[src/sv/gibmt_pkg.sv]
`timescale 1ns / 1ps

package gibmt_pkg;

  localparam int RATE_W     = 16;
  localparam int RATE_FRAC  = 4;
  localparam int SP_W       = 24;
  localparam int SP_FRAC    = 8;
  localparam int DUTY_W     = 8;
  localparam int PERIOD_W   = 16;
  localparam int PULSE_W    = 16;
  localparam int CFG_DATA_W = 24;
  localparam int CFG_IDX_W  = 2;
  localparam int CHUNK_W    = 16;
  localparam int NUM_MOTORS = 4;

  // motor slots
  localparam int MOT_A = 0;
  localparam int MOT_B = 1;
  localparam int MOT_C = 2;
  localparam int MOT_D = 3;

  // register indexes
  localparam logic [CFG_IDX_W-1:0] CFG_SETPOINT_X = 2'd0;
  localparam logic [CFG_IDX_W-1:0] CFG_SETPOINT_Y = 2'd1;
  localparam logic [CFG_IDX_W-1:0] CFG_DUTY_OFFSET = 2'd2;
  localparam logic [CFG_IDX_W-1:0] CFG_TMR_PERIOD = 2'd3;

  localparam logic [DUTY_W-1:0]   DUTY_OFFSET_RST = 8'd7;
  localparam logic [PERIOD_W-1:0] TMR_PERIOD_RST  = 16'd6666;

  // divide by 100: floor(x * RECIP / 2^RECIP_SHIFT) for x below 2^PROD_W
  localparam int PROD_W      = PERIOD_W + DUTY_W;
  localparam int RECIP_W     = 25;
  localparam int RECIP_SHIFT = 31;
  localparam int QUOT_W      = PROD_W + RECIP_W - RECIP_SHIFT;
  localparam logic [RECIP_W-1:0] RECIP = 25'd21474837;

  localparam logic [0:0] REQ_TICK = 1'b0;
  localparam logic [0:0] REQ_LOAD = 1'b1;

  typedef enum logic [3:0] {
    OP_IDLE,
    OP_LOAD,
    OP_RATE,
    OP_ANGLE,
    OP_ERR,
    OP_MAC,
    OP_SUM,
    OP_TRIM,
    OP_PULSE,
    OP_OUT
  } dp_op_e;

  typedef struct packed {
    logic pos;
    logic neg;
  } trim_t;

  typedef struct packed {
    logic mac_last;
    logic pulse_last;
  } dp_status_t;

  typedef logic [NUM_MOTORS-1:0][DUTY_W-1:0]  duty_vec_t;
  typedef logic [NUM_MOTORS-1:0][PULSE_W-1:0] pulse_vec_t;

  typedef struct packed {
    logic                     req_type;
    logic signed [RATE_W-1:0] rate_x;
    logic signed [RATE_W-1:0] rate_y;
    logic [DUTY_W-1:0]        duty_load;
  } in_item_t;

  typedef struct packed {
    logic [DUTY_W-1:0]  duty_a;
    logic [DUTY_W-1:0]  duty_b;
    logic [DUTY_W-1:0]  duty_c;
    logic [DUTY_W-1:0]  duty_d;
    logic [PULSE_W-1:0] pulse_a;
    logic [PULSE_W-1:0] pulse_b;
    logic [PULSE_W-1:0] pulse_c;
    logic [PULSE_W-1:0] pulse_d;
  } out_item_t;

endpackage

[src/sv/gibmt_in_if.sv]
`timescale 1ns / 1ps

interface gibmt_in_if;
  logic                valid;
  logic                ready;
  gibmt_pkg::in_item_t payload;

  modport source (output valid, output payload, input ready);
  modport sink (input valid, input payload, output ready);
endinterface

[src/sv/gibmt_out_if.sv]
`timescale 1ns / 1ps

interface gibmt_out_if;
  logic                 valid;
  logic                 ready;
  gibmt_pkg::out_item_t payload;

  modport source (output valid, output payload, input ready);
  modport sink (input valid, input payload, output ready);
endinterface

[src/sv/gibmt_ctrl.sv]
`timescale 1ns / 1ps

module gibmt_ctrl (
  input  logic                  clk_i,
  input  logic                  rst_ni,
  input  logic                  in_valid_i,
  output logic                  in_ready_o,
  input  logic                  req_type_i,
  output logic                  out_valid_o,
  input  logic                  out_ready_i,
  input  gibmt_pkg::dp_status_t status_i,
  output gibmt_pkg::dp_op_e     cmd_o
);
  import gibmt_pkg::*;

  typedef enum logic [3:0] {
    S_IDLE,
    S_LOAD,
    S_RATE,
    S_ANGLE,
    S_ERR,
    S_MAC,
    S_SUM,
    S_TRIM,
    S_PULSE,
    S_DONE
  } state_e;

  state_e state_q;
  logic   out_valid_q;
  logic   out_free;

  assign out_free    = !out_valid_q || out_ready_i;
  assign in_ready_o  = (state_q == S_IDLE);
  assign out_valid_o = out_valid_q;

  always_ff @(posedge clk_i or negedge rst_ni) begin
    if (!rst_ni) begin
      state_q     <= S_IDLE;
      out_valid_q <= 1'b0;
    end else begin
      // a new result may replace the one taken in the same cycle
      if (state_q == S_DONE && out_free) begin
        out_valid_q <= 1'b1;
      end else if (out_valid_q && out_ready_i) begin
        out_valid_q <= 1'b0;
      end
      unique case (state_q)
        S_IDLE: begin
          if (in_valid_i) begin
            state_q <= (req_type_i == REQ_LOAD) ? S_LOAD : S_RATE;
          end
        end
        S_LOAD:  state_q <= S_PULSE;
        S_RATE:  state_q <= S_ANGLE;
        S_ANGLE: state_q <= S_ERR;
        S_ERR:   state_q <= S_MAC;
        S_MAC: begin
          if (status_i.mac_last) begin
            state_q <= S_SUM;
          end
        end
        S_SUM:   state_q <= S_TRIM;
        S_TRIM:  state_q <= S_PULSE;
        S_PULSE: begin
          if (status_i.pulse_last) begin
            state_q <= S_DONE;
          end
        end
        S_DONE: begin
          if (out_free) begin
            state_q <= S_IDLE;
          end
        end
        default: state_q <= S_IDLE;
      endcase
    end
  end

  always_comb begin
    unique case (state_q)
      S_LOAD:  cmd_o = OP_LOAD;
      S_RATE:  cmd_o = OP_RATE;
      S_ANGLE: cmd_o = OP_ANGLE;
      S_ERR:   cmd_o = OP_ERR;
      S_MAC:   cmd_o = OP_MAC;
      S_SUM:   cmd_o = OP_SUM;
      S_TRIM:  cmd_o = OP_TRIM;
      S_PULSE: cmd_o = OP_PULSE;
      S_DONE:  cmd_o = out_free ? OP_OUT : OP_IDLE;
      default: cmd_o = OP_IDLE;
    endcase
  end

endmodule

[src/sv/gibmt_axis.sv]
`timescale 1ns / 1ps

module gibmt_axis #(
  parameter int ACC_WIDTH = 40,
  parameter int FRAC_BITS = 16
) (
  input  logic                                  clk_i,
  input  logic                                  rst_ni,
  input  gibmt_pkg::dp_op_e                     cmd_i,
  input  logic signed [gibmt_pkg::RATE_W-1:0]   rate_i,
  input  logic signed [gibmt_pkg::SP_W-1:0]     setpoint_i,
  output gibmt_pkg::trim_t                      trim_o,
  output logic                                  mac_last_o
);
  import gibmt_pkg::*;

  // 0.06 in fixed point, rounded
  localparam longint unsigned KDT = ((64'd6 << FRAC_BITS) + 64'd50) / 64'd100;
  localparam int KW   = $clog2(KDT + 1);
  localparam int NC   = (ACC_WIDTH + CHUNK_W - 1) / CHUNK_W;
  localparam int EW   = NC * CHUNK_W;
  localparam int CNTW = (NC > 1) ? $clog2(NC) : 1;
  localparam int MW   = CHUNK_W + 1 + KW + 1;
  localparam int AW   = EW + KW + 1;
  localparam int SW0  = (ACC_WIDTH > AW) ? ACC_WIDTH : AW;
  localparam int SW   = ((SW0 > SP_W + FRAC_BITS - SP_FRAC) ? SW0 :
                         SP_W + FRAC_BITS - SP_FRAC) + 2;

  localparam logic signed [KW:0] KDT_S = {1'b0, KW'(KDT)};
  localparam logic [CNTW-1:0] CNT_TOP = CNTW'(NC - 1);
  localparam logic signed [ACC_WIDTH+1:0] ONE_FX =
    signed'((ACC_WIDTH + 2)'(1) << FRAC_BITS);

  logic signed [ACC_WIDTH-1:0] angle_q, err_q, sum_q;
  logic signed [AW-1:0]        acc_q;
  logic [CNTW-1:0]             cnt_q;

  logic signed [EW-1:0]        err_ext;
  logic [CHUNK_W-1:0]          chunk;
  logic signed [CHUNK_W:0]     mop;
  logic signed [MW-1:0]        mprod;
  logic signed [AW-1:0]        mprod_ext;
  logic signed [SW-1:0]        ang_sum, err_diff, sum_sum;
  logic signed [ACC_WIDTH+1:0] sum_wide;

  function automatic logic signed [ACC_WIDTH-1:0] sat(input logic signed [SW-1:0] v);
    logic [SW-ACC_WIDTH:0] top;
    top = v[SW-1:ACC_WIDTH-1];
    if (&top || ~|top) begin
      return v[ACC_WIDTH-1:0];
    end else if (v[SW-1]) begin
      return {1'b1, {(ACC_WIDTH-1){1'b0}}};
    end else begin
      return {1'b0, {(ACC_WIDTH-1){1'b1}}};
    end
  endfunction

  // error times 0.06 goes through the multiplier one chunk a cycle, top chunk first
  assign err_ext = EW'(err_q);
  assign chunk   = err_ext[cnt_q*CHUNK_W +: CHUNK_W];

  always_comb begin
    if (cmd_i == OP_RATE) begin
      mop = {rate_i[RATE_W-1], rate_i};
    end else if (cnt_q == CNT_TOP) begin
      mop = {chunk[CHUNK_W-1], chunk};
    end else begin
      mop = {1'b0, chunk};
    end
  end

  assign mprod     = mop * KDT_S;
  assign mprod_ext = AW'(mprod);

  assign ang_sum  = SW'(angle_q) + SW'(acc_q >>> RATE_FRAC);
  assign err_diff = (SW'(setpoint_i) <<< (FRAC_BITS - SP_FRAC)) - SW'(angle_q);
  assign sum_sum  = SW'(sum_q) + SW'(acc_q >>> FRAC_BITS);

  always_ff @(posedge clk_i or negedge rst_ni) begin
    if (!rst_ni) begin
      angle_q <= '0;
      sum_q   <= '0;
      cnt_q   <= '0;
    end else begin
      unique case (cmd_i)
        OP_ANGLE: angle_q <= sat(ang_sum);
        OP_ERR:   cnt_q   <= CNT_TOP;
        OP_MAC: begin
          if (cnt_q != '0) begin
            cnt_q <= cnt_q - 1'b1;
          end
        end
        OP_SUM:   sum_q   <= sat(sum_sum);
        default: ;
      endcase
    end
  end

  always_ff @(posedge clk_i) begin
    unique case (cmd_i)
      OP_RATE: acc_q <= mprod_ext;
      OP_ERR:  err_q <= sat(err_diff);
      OP_MAC: begin
        if (cnt_q == CNT_TOP) begin
          acc_q <= mprod_ext;
        end else begin
          acc_q <= (acc_q <<< CHUNK_W) + mprod_ext;
        end
      end
      default: ;
    endcase
  end

  assign sum_wide   = (ACC_WIDTH + 2)'(sum_q);
  assign trim_o.pos = (sum_wide > ONE_FX);
  assign trim_o.neg = (sum_wide < -ONE_FX);
  assign mac_last_o = (cnt_q == '0);

endmodule

[src/sv/gibmt_duty.sv]
`timescale 1ns / 1ps

module gibmt_duty (
  input  logic                                clk_i,
  input  logic                                rst_ni,
  input  gibmt_pkg::dp_op_e                   cmd_i,
  input  logic [gibmt_pkg::DUTY_W-1:0]        duty_load_i,
  input  gibmt_pkg::trim_t                    trim_x_i,
  input  gibmt_pkg::trim_t                    trim_y_i,
  input  logic [gibmt_pkg::DUTY_W-1:0]        duty_offset_i,
  input  logic [gibmt_pkg::PERIOD_W-1:0]      tmr_period_i,
  output gibmt_pkg::duty_vec_t                duty_o,
  output gibmt_pkg::pulse_vec_t               pulse_o,
  output logic                                pulse_last_o
);
  import gibmt_pkg::*;

  localparam int PCW = $clog2(NUM_MOTORS + 1);
  localparam int MIW = $clog2(NUM_MOTORS);
  localparam logic [PCW-1:0] PCNT_END = PCW'(NUM_MOTORS);

  duty_vec_t                    duty_q;
  duty_vec_t                    duty_step;
  duty_vec_t                    duty_bound;
  pulse_vec_t                   pulse_q;
  logic [PROD_W-1:0]            prod_q;
  logic [PROD_W-1:0]            prod_d;
  logic [PCW-1:0]               pcnt_q;
  logic [PCW-1:0]               pprev;
  logic [PROD_W+RECIP_W-1:0]    qfull;
  logic [QUOT_W-1:0]            quot;
  logic [PULSE_W-1:0]           pulse_sat;

  // clamp to offset +/- 3; a bound outside 0..255 never hits
  function automatic logic [DUTY_W-1:0] bound(input logic [DUTY_W-1:0] d,
                                              input logic [DUTY_W-1:0] off);
    logic signed [DUTY_W+1:0] v, hi, lo;
    v  = signed'({2'b00, d});
    hi = signed'({2'b00, off}) + 10'sd3;
    lo = signed'({2'b00, off}) - 10'sd3;
    if (v >= hi) begin
      v = hi;
    end
    if (v <= lo) begin
      v = lo;
    end
    return v[DUTY_W-1:0];
  endfunction

  always_comb begin
    duty_step = duty_q;
    if (trim_x_i.pos) begin
      duty_step[MOT_C] = duty_step[MOT_C] + 1'b1;
      duty_step[MOT_A] = duty_step[MOT_A] - 1'b1;
    end
    if (trim_x_i.neg) begin
      duty_step[MOT_A] = duty_step[MOT_A] + 1'b1;
      duty_step[MOT_C] = duty_step[MOT_C] - 1'b1;
    end
    if (trim_y_i.pos) begin
      duty_step[MOT_D] = duty_step[MOT_D] + 1'b1;
      duty_step[MOT_B] = duty_step[MOT_B] - 1'b1;
    end
    if (trim_y_i.neg) begin
      duty_step[MOT_B] = duty_step[MOT_B] + 1'b1;
      duty_step[MOT_D] = duty_step[MOT_D] - 1'b1;
    end
    for (int m = 0; m < NUM_MOTORS; m++) begin
      duty_bound[m] = bound(duty_step[m], duty_offset_i);
    end
  end

  // pulses one motor a cycle: product, then divide by 100 in the next cycle
  assign prod_d    = {{DUTY_W{1'b0}}, tmr_period_i} *
                     {{PERIOD_W{1'b0}}, duty_q[pcnt_q[MIW-1:0]]};
  assign qfull     = {{RECIP_W{1'b0}}, prod_q} * {{PROD_W{1'b0}}, RECIP};
  assign quot      = qfull[PROD_W+RECIP_W-1:RECIP_SHIFT];
  assign pulse_sat = (|quot[QUOT_W-1:PULSE_W]) ? {PULSE_W{1'b1}} : quot[PULSE_W-1:0];
  assign pprev     = pcnt_q - 1'b1;

  always_ff @(posedge clk_i or negedge rst_ni) begin
    if (!rst_ni) begin
      duty_q <= '0;
      pcnt_q <= '0;
    end else begin
      unique case (cmd_i)
        OP_LOAD: begin
          duty_q <= {NUM_MOTORS{duty_load_i}};
          pcnt_q <= '0;
        end
        OP_TRIM: begin
          duty_q <= duty_bound;
          pcnt_q <= '0;
        end
        OP_PULSE: begin
          if (pcnt_q != PCNT_END) begin
            pcnt_q <= pcnt_q + 1'b1;
          end
        end
        default: ;
      endcase
    end
  end

  always_ff @(posedge clk_i) begin
    if (cmd_i == OP_PULSE) begin
      if (pcnt_q < PCNT_END) begin
        prod_q <= prod_d;
      end
      if (pcnt_q != '0) begin
        pulse_q[pprev[MIW-1:0]] <= pulse_sat;
      end
    end
  end

  assign duty_o       = duty_q;
  assign pulse_o      = pulse_q;
  assign pulse_last_o = (pcnt_q == PCNT_END);

endmodule

[src/sv/gyro_integral_bang_bang_motor_trim.sv]
`timescale 1ns / 1ps

// Gyro-integral bang-bang motor trim. A tick item (req_type 0) integrates the
// X and Y gyro rates into saturating angles, integrates setpoint minus angle
// into saturating error sums, steps motors C/A on the X sum and D/B on the Y
// sum when a sum leaves +/-1.0, clamps all four duties to duty_offset +/- 3
// and returns the duties with their pulse widths min(65535,
// period*duty/100). A load item (req_type 1) sets all four duties to
// duty_load unclamped. One item is worked at a time. In a tick the error
// passes ceil(ACC_WIDTH/16) times through the 16-bit chunk multiplier; the
// four pulse widths go one motor a cycle through the shared divide-by-100
// path. While the output register still holds a result that is not taken,
// the block waits in its last step. A finished result waits in the output
// register while the next item is already taken. Registers must be written
// only while the block is idle; the block itself does not enforce this.
module gyro_integral_bang_bang_motor_trim #(
  parameter int ACC_WIDTH = 40,
  parameter int FRAC_BITS = 16
) (
  input  logic                                 clk_i,
  input  logic                                 rst_ni,
  gibmt_in_if.sink                             in_i,
  gibmt_out_if.source                          out_o,
  input  logic                                 cfg_we_i,
  input  logic [gibmt_pkg::CFG_IDX_W-1:0]      cfg_idx_i,
  input  logic [gibmt_pkg::CFG_DATA_W-1:0]     cfg_data_i
);
  import gibmt_pkg::*;

  logic signed [SP_W-1:0]   setpoint_x_q, setpoint_y_q;
  logic [DUTY_W-1:0]        duty_offset_q;
  logic [PERIOD_W-1:0]      tmr_period_q;

  logic signed [RATE_W-1:0] rate_x_q, rate_y_q;
  logic [DUTY_W-1:0]        duty_load_q;
  out_item_t                out_q;

  dp_op_e     cmd;
  dp_status_t status;
  trim_t      trim_x, trim_y;
  logic       mac_last_x, mac_last_y;
  logic       pulse_last;
  duty_vec_t  duty;
  pulse_vec_t pulse;
  logic       in_accept;

  assign in_accept = in_i.valid && in_i.ready;

  always_ff @(posedge clk_i or negedge rst_ni) begin
    if (!rst_ni) begin
      setpoint_x_q  <= '0;
      setpoint_y_q  <= '0;
      duty_offset_q <= DUTY_OFFSET_RST;
      tmr_period_q  <= TMR_PERIOD_RST;
    end else if (cfg_we_i) begin
      unique case (cfg_idx_i)
        CFG_SETPOINT_X:  setpoint_x_q  <= cfg_data_i;
        CFG_SETPOINT_Y:  setpoint_y_q  <= cfg_data_i;
        CFG_DUTY_OFFSET: duty_offset_q <= cfg_data_i[DUTY_W-1:0];
        CFG_TMR_PERIOD:  tmr_period_q  <= cfg_data_i[PERIOD_W-1:0];
        default: ;
      endcase
    end
  end

  always_ff @(posedge clk_i) begin
    if (in_accept) begin
      rate_x_q    <= in_i.payload.rate_x;
      rate_y_q    <= in_i.payload.rate_y;
      duty_load_q <= in_i.payload.duty_load;
    end
    if (cmd == OP_OUT) begin
      out_q.duty_a  <= duty[MOT_A];
      out_q.duty_b  <= duty[MOT_B];
      out_q.duty_c  <= duty[MOT_C];
      out_q.duty_d  <= duty[MOT_D];
      out_q.pulse_a <= pulse[MOT_A];
      out_q.pulse_b <= pulse[MOT_B];
      out_q.pulse_c <= pulse[MOT_C];
      out_q.pulse_d <= pulse[MOT_D];
    end
  end

  assign status.mac_last   = mac_last_x && mac_last_y;
  assign status.pulse_last = pulse_last;

  gibmt_ctrl u_ctrl (
    .clk_i       (clk_i),
    .rst_ni      (rst_ni),
    .in_valid_i  (in_i.valid),
    .in_ready_o  (in_i.ready),
    .req_type_i  (in_i.payload.req_type),
    .out_valid_o (out_o.valid),
    .out_ready_i (out_o.ready),
    .status_i    (status),
    .cmd_o       (cmd)
  );

  gibmt_axis #(
    .ACC_WIDTH (ACC_WIDTH),
    .FRAC_BITS (FRAC_BITS)
  ) u_axis_x (
    .clk_i      (clk_i),
    .rst_ni     (rst_ni),
    .cmd_i      (cmd),
    .rate_i     (rate_x_q),
    .setpoint_i (setpoint_x_q),
    .trim_o     (trim_x),
    .mac_last_o (mac_last_x)
  );

  gibmt_axis #(
    .ACC_WIDTH (ACC_WIDTH),
    .FRAC_BITS (FRAC_BITS)
  ) u_axis_y (
    .clk_i      (clk_i),
    .rst_ni     (rst_ni),
    .cmd_i      (cmd),
    .rate_i     (rate_y_q),
    .setpoint_i (setpoint_y_q),
    .trim_o     (trim_y),
    .mac_last_o (mac_last_y)
  );

  gibmt_duty u_duty (
    .clk_i         (clk_i),
    .rst_ni        (rst_ni),
    .cmd_i         (cmd),
    .duty_load_i   (duty_load_q),
    .trim_x_i      (trim_x),
    .trim_y_i      (trim_y),
    .duty_offset_i (duty_offset_q),
    .tmr_period_i  (tmr_period_q),
    .duty_o        (duty),
    .pulse_o       (pulse),
    .pulse_last_o  (pulse_last)
  );

  assign out_o.payload = out_q;

endmodule

[src/flat_wrapper.sv]
// flat-port wrapper written by rule: the top's interface ports become plain ports
module gyro_integral_bang_bang_motor_trim_flat import gibmt_pkg::*;
#(
  parameter int ACC_WIDTH = 40,
  parameter int FRAC_BITS = 16
)
  (clk_i, rst_ni, cfg_we_i, cfg_idx_i, cfg_data_i, in_i_valid, in_i_payload, in_i_ready, out_o_valid, out_o_payload, out_o_ready);
  gibmt_in_if in_i_i ();
  gibmt_out_if out_o_i ();
  input  logic clk_i;
  input  logic rst_ni;
  input  logic cfg_we_i;
  input  logic [gibmt_pkg::CFG_IDX_W-1:0] cfg_idx_i;
  input  logic [gibmt_pkg::CFG_DATA_W-1:0] cfg_data_i;
  input wire logic [$bits(in_i_i.valid)-1:0] in_i_valid;
  input wire logic [$bits(in_i_i.payload)-1:0] in_i_payload;
  output wire logic [$bits(in_i_i.ready)-1:0] in_i_ready;
  output wire logic [$bits(out_o_i.valid)-1:0] out_o_valid;
  output wire logic [$bits(out_o_i.payload)-1:0] out_o_payload;
  input wire logic [$bits(out_o_i.ready)-1:0] out_o_ready;
  assign in_i_i.valid = in_i_valid;
  assign in_i_i.payload = in_i_payload;
  assign in_i_ready = in_i_i.ready;
  assign out_o_valid = out_o_i.valid;
  assign out_o_payload = out_o_i.payload;
  assign out_o_i.ready = out_o_ready;
  gyro_integral_bang_bang_motor_trim #(.ACC_WIDTH(ACC_WIDTH), .FRAC_BITS(FRAC_BITS)) u_core (.clk_i(clk_i), .rst_ni(rst_ni), .in_i(in_i_i), .out_o(out_o_i), .cfg_we_i(cfg_we_i), .cfg_idx_i(cfg_idx_i), .cfg_data_i(cfg_data_i));
endmodule
[config.mk]
export PLATFORM = sky130hd
export DESIGN_NAME = gyro_integral_bang_bang_motor_trim_flat
export DESIGN_NICKNAME = d
export VERILOG_FILES = /design/src/sv/gibmt_pkg.sv /design/src/sv/gibmt_in_if.sv /design/src/sv/gibmt_out_if.sv /design/src/sv/gibmt_ctrl.sv /design/src/sv/gibmt_axis.sv /design/src/sv/gibmt_duty.sv /design/src/sv/gyro_integral_bang_bang_motor_trim.sv /design/src/flat_wrapper.sv
export SDC_FILE = /design/constraint.sdc
export NUM_CORES = 2
export LEC_CHECK = 0
export BUFFER_PORTS_ARGS = -buffer_cell sky130_fd_sc_hd__buf_2
export CAP_MARGIN = 10
export CORE_MARGIN = 2
export CORE_UTILIZATION = 55
export DETAILED_ROUTE_END_ITERATION = 8
export PLACE_DENSITY_LB_ADDON = 0.05
export SETUP_SLACK_MARGIN = 0.02
export SKIP_LAST_GASP = 1
export SLEW_MARGIN = 40
export SYNTH_ARGS = -nofsm -noshare
export SYNTH_HDL_FRONTEND = slang
export SYNTH_HIERARCHICAL = 1
export SYNTH_SLANG_ARGS = --single-unit
[constraint.sdc]
create_clock -name clk_i -period 21.3 [get_ports clk_i]
set_input_delay 1.065 -clock clk_i [delete_from_list [all_inputs] [get_ports clk_i]]
set_output_delay 1.065 -clock clk_i [all_outputs]
set_load 0.02 [all_outputs]
==> results.txt <==
The detailed router placed 60.30k vias in this run. The number of antenna violations at the first check in global routing came out at 8. The number of placement rows came out at 135. CTS placed an instance of clkbuf_16 at the clock tree root.

The critical path required time came out at 21.74 ns. In this run the tightest slew margin relative to its limit is 41.90%. The length of the first detailed-routing pass in iterations came out at 5. In this run the worst setup path begins at u_core/u_ctrl/state_q[2]$_DFFE_PN0P_.

The clock net in this run drives a total of about 700 sinks. At the worst endpoint, the arrival time is 12.14 ns. The synthesized area is 74750 um2. In the layout the commonest cells are 963 x inv_1, 906 x ha_1, 597 x a21oi_1, 590 x nand2_1, 471 x fa_1.

The final number of hold-violating endpoints is 0. The placed standard-cell area is 77150 um2. TritonCTS built the clock tree.

The register-to-register setup slack is between 9 and 10 ns. The worst clock skew came out at ~0.034 ns. The final max-slew violation count is 0. The async set-or-reset flop fraction in the synthesized netlist is about two fifths. The count of routing violations after the opening detailed-route iteration came out at 5024. The final total negative setup slack is 0 ns. The buffers inserted during post-CTS setup optimization came out at 0. The H-tree depth reported by CTS came out at 3.

The synthesis warning total is 6. The number of flip-flops and latches in the synthesized netlist is 698. The post-detailed-route wirelength per cell is 22.09 um. The maximum net fanout on the critical path is 35. The clock reaches the later pin of the worst-skew pair after 0.72 ns. The synthesized netlist net count is 9489. The routed via count divided by cell count came out at between 6 and 7.

For this run, design rule violations remaining after detail routing come to 0. Compared with the post-synthesis result, the final layout area differs by 7.353%. For this run, the slowest stage of the critical path takes around 0.72 ns.

The library cell used most frequently in the layout, excluding fill and tap cells, is inv_1. At the end of routability-driven placement, the weighted congestion stood at 0.9587. The run finished with clean final reports.

The post-cts gate resize count came out at 0. The initial cell density of the core came out at 55.32%. The worst-case clock buffer depth is 3.

The portion of the clock cycle consumed by the worst path in the final layout came out at 54.93%. The clock period minus worst slack is 11.70 ns. The overall die width is around 370 um. The tightest min-delay check is of the primary input to async pin type. The number of CTS-inserted buffers came out at 86.

The final global-route overflow total came out at 0. The first global-routing pass estimated 341300 um of wire. Setup violations remaining at the end of the flow were counted as 0.

A synthesized cell averages 9.297 um2. The HPWL after detailed placement is 175200 um. The gate count after technology mapping is 8040. By startpoint and endpoint, the worst setup path is classified as flop to flop. Setup repair after global routing left no endpoint under its margin.

The post-synthesis sequential area ratio came out at a little over a quarter. The number of hold-repair buffers added at the cts stage is 0. The master of the slowest instance on the critical path is or3_2. The vertical die dimension came out at 372.7 um.

The summed area of non-filler cells in the final layout is roughly 80000 um2. The quantity of I/O buffers inserted on ports is ~170. The number of distinct library cell variants in the gate-level netlist after synthesis came out at 131. The highest clock rate came out at 85.48 MHz.

The transition time at the pin with the least slew margin came out at about 0.86 ns. The remaining antenna violation count is 0. The largest net degree at the start of global routing is 94. The final wirelength came out at approximately 220000 um. The commonest register cell after synthesis is edfxtp_1.

Across the run, the number of max-cap violations was 0. The worst setup path is captured at a flop. The post-route netlist has 8.305% of its cells at a drive strength greater than 1. In this run the critical register-to-register path is launched from u_core/u_ctrl/state_q[2]$_DFFE_PN0P_. Clock-pin slew was measured on the worst setup and hold paths at 0.06 ns. The number of enable flip-flop cells after synthesis came out at approximately 420.

The area of the core came out at 135100 um2. The die area came out at about 140000 um2. The post-layout net count came out at between 9k and 10k. For this run, the total global-route usage over all layers was measured as between 30% and 40%.

The number of global-route vias before repair is 58.50k. STA classifies the critical path startpoint as a flop. For this design the top-level I/O count stands at 170.
[synthesized netlist by cell type, types with 17 or more instances]
cell type    n  share of area (%)
nor3_1     145               0.97
nor2b_1     58               0.49
o211ai_1    87               0.87
inv_1      964                4.8
ha_1       906                 15
mux2i_1     48               0.64
o31a_1      17               0.20
o21ai_1     32               0.21
a211oi_1    52               0.52
a41oi_1     44               0.52
a221o_1     25               0.33
clkbuf_1   202                1.0
xnor2_1    269                3.2
o211ai_2    20               0.33
nor4_1      42               0.35
a211o_1     21               0.25
nor2_1     383                1.9
and3_1      62               0.52
nand2b_1    80               0.67
nand4_1    116               0.97
o21a_1      96               0.96
buf_2       56               0.37
o22ai_1     17               0.14
a22oi_2     30               0.50
and4_1      19               0.22
o21ai_0    454                3.0
a21o_1     247                2.5
o21bai_1    52               0.52
xor2_1     192                2.2
nor3b_1     18               0.18
fa_1       471                 13
or2_2       28               0.23
a221oi_1    17               0.20
a31oi_1     66               0.55
dfrtp_1    268                9.0
nand2_1    595                3.0
nand3_1    216                1.4
a21oi_1    604                4.0
o31ai_1     37               0.37
mux2_2      96                1.4
edfxtp_1   422                 17
a22oi_1     26               0.26
and2_1     105               0.88
or3_1       31               0.26
[per-stage QoR]
stage	hold WS [ns]	setup WS [ns]	util, %	std cells
6_report	0.2079	9.601	59.38	9910
3_3_place_gp	0.4011	8.615	56.96	9742
3_5_place_dp	0.4045	8.884	57.09	9746
5_1_grt	0.1965	8.837	59.38	9909
4_1_cts	0.3949	9.457	59.29	9906
2_1_floorplan	0.4003	9.688	-	8040
[cells by family after synthesis]
kind of cell	share of synthesized area, %
AOI/OAI and AO/OA	18.54
and+or+nand+nor	13.00
adders and majority gates	27.82
muxes	2.365
DFF	26.21
buffers and inverters	6.665
xor gates and xnor gates	5.402
[registers in the layout, summed over array words and instances (netlist names), 32 cells and up]
| name | flops |
|---|---|
| u_core/out_o.payload | 96 |
| u_core/u_duty/pulse_o | 64 |
| u_core/u_axis_x/acc_q | 59 |
| u_core/u_axis_y/acc_q | 59 |
| u_core/u_axis_x/angle_q | 40 |
| u_core/u_axis_x/err_q | 40 |
| u_core/u_axis_x/sum_q | 40 |
| u_core/u_axis_y/angle_q | 40 |
| u_core/u_axis_y/err_q | 40 |
| u_core/u_axis_y/sum_q | 40 |
| u_core/u_duty/duty_o | 32 |
[metal layers]
metal	track usage [%]	wire (um)	share of wire, %	vias to the layer above
met3	5.028	14940	6.8	341
met5	0	11	0.0050	-
met1	45.60	102000	47	29397
met4	9.641	7371	3.4	2
met2	47.55	94540	43	1987
li1	-	-	-	28571
[area by class of cell]
| class | count | area (um2) |
|---|---|---|
| inverters | 964 | 3618 |
| fillers | 11913 | 54880 |
| well taps | 1781 | 2228 |
| multi-input cells | 6078 | 50440 |
| flip-flops and latches | 698 | 19590 |
| repair buffers | 228 | 1401 |
| clock buffers | 106 | 2302 |
| diodes | 1 | 2.502 |
| clock inverters | 54 | 663.1 |
[path summary, 6_finish.rpt]
kind | endpoint | depth (start not counted)
max | u_core/u_axis_y/acc_q[60]$_DFFE_PP_ | 38
min | u_core/u_axis_y/angle_q[4]$_DFFE_PN0N_ | 1
max reg2reg | u_core/u_axis_y/acc_q[60]$_DFFE_PP_ | 38
min reg2reg | u_core/out_o.payload[18]$_DFFE_PN_ | 0
max in group asynchronous | u_core/u_axis_x/sum_q[32]$_DFFE_PN0N_ | 4
min in group clk_i | u_core/out_o.payload[18]$_DFFE_PN_ | 0
[worst max-delay path, delay by kind of cell (launching register included)]
kind	cells	cell delay (ns)
compound gates	14	3.55
simple gates	12	3.23
xor+xnor	1	0.09
fa+ha+maj	7	3.16
buf+inv	4	0.81
flops	1	0.56
Power is left out: the tool's default activity adds up to more than one toggle a clock period on the data nets, which glitch-free logic cannot reach.
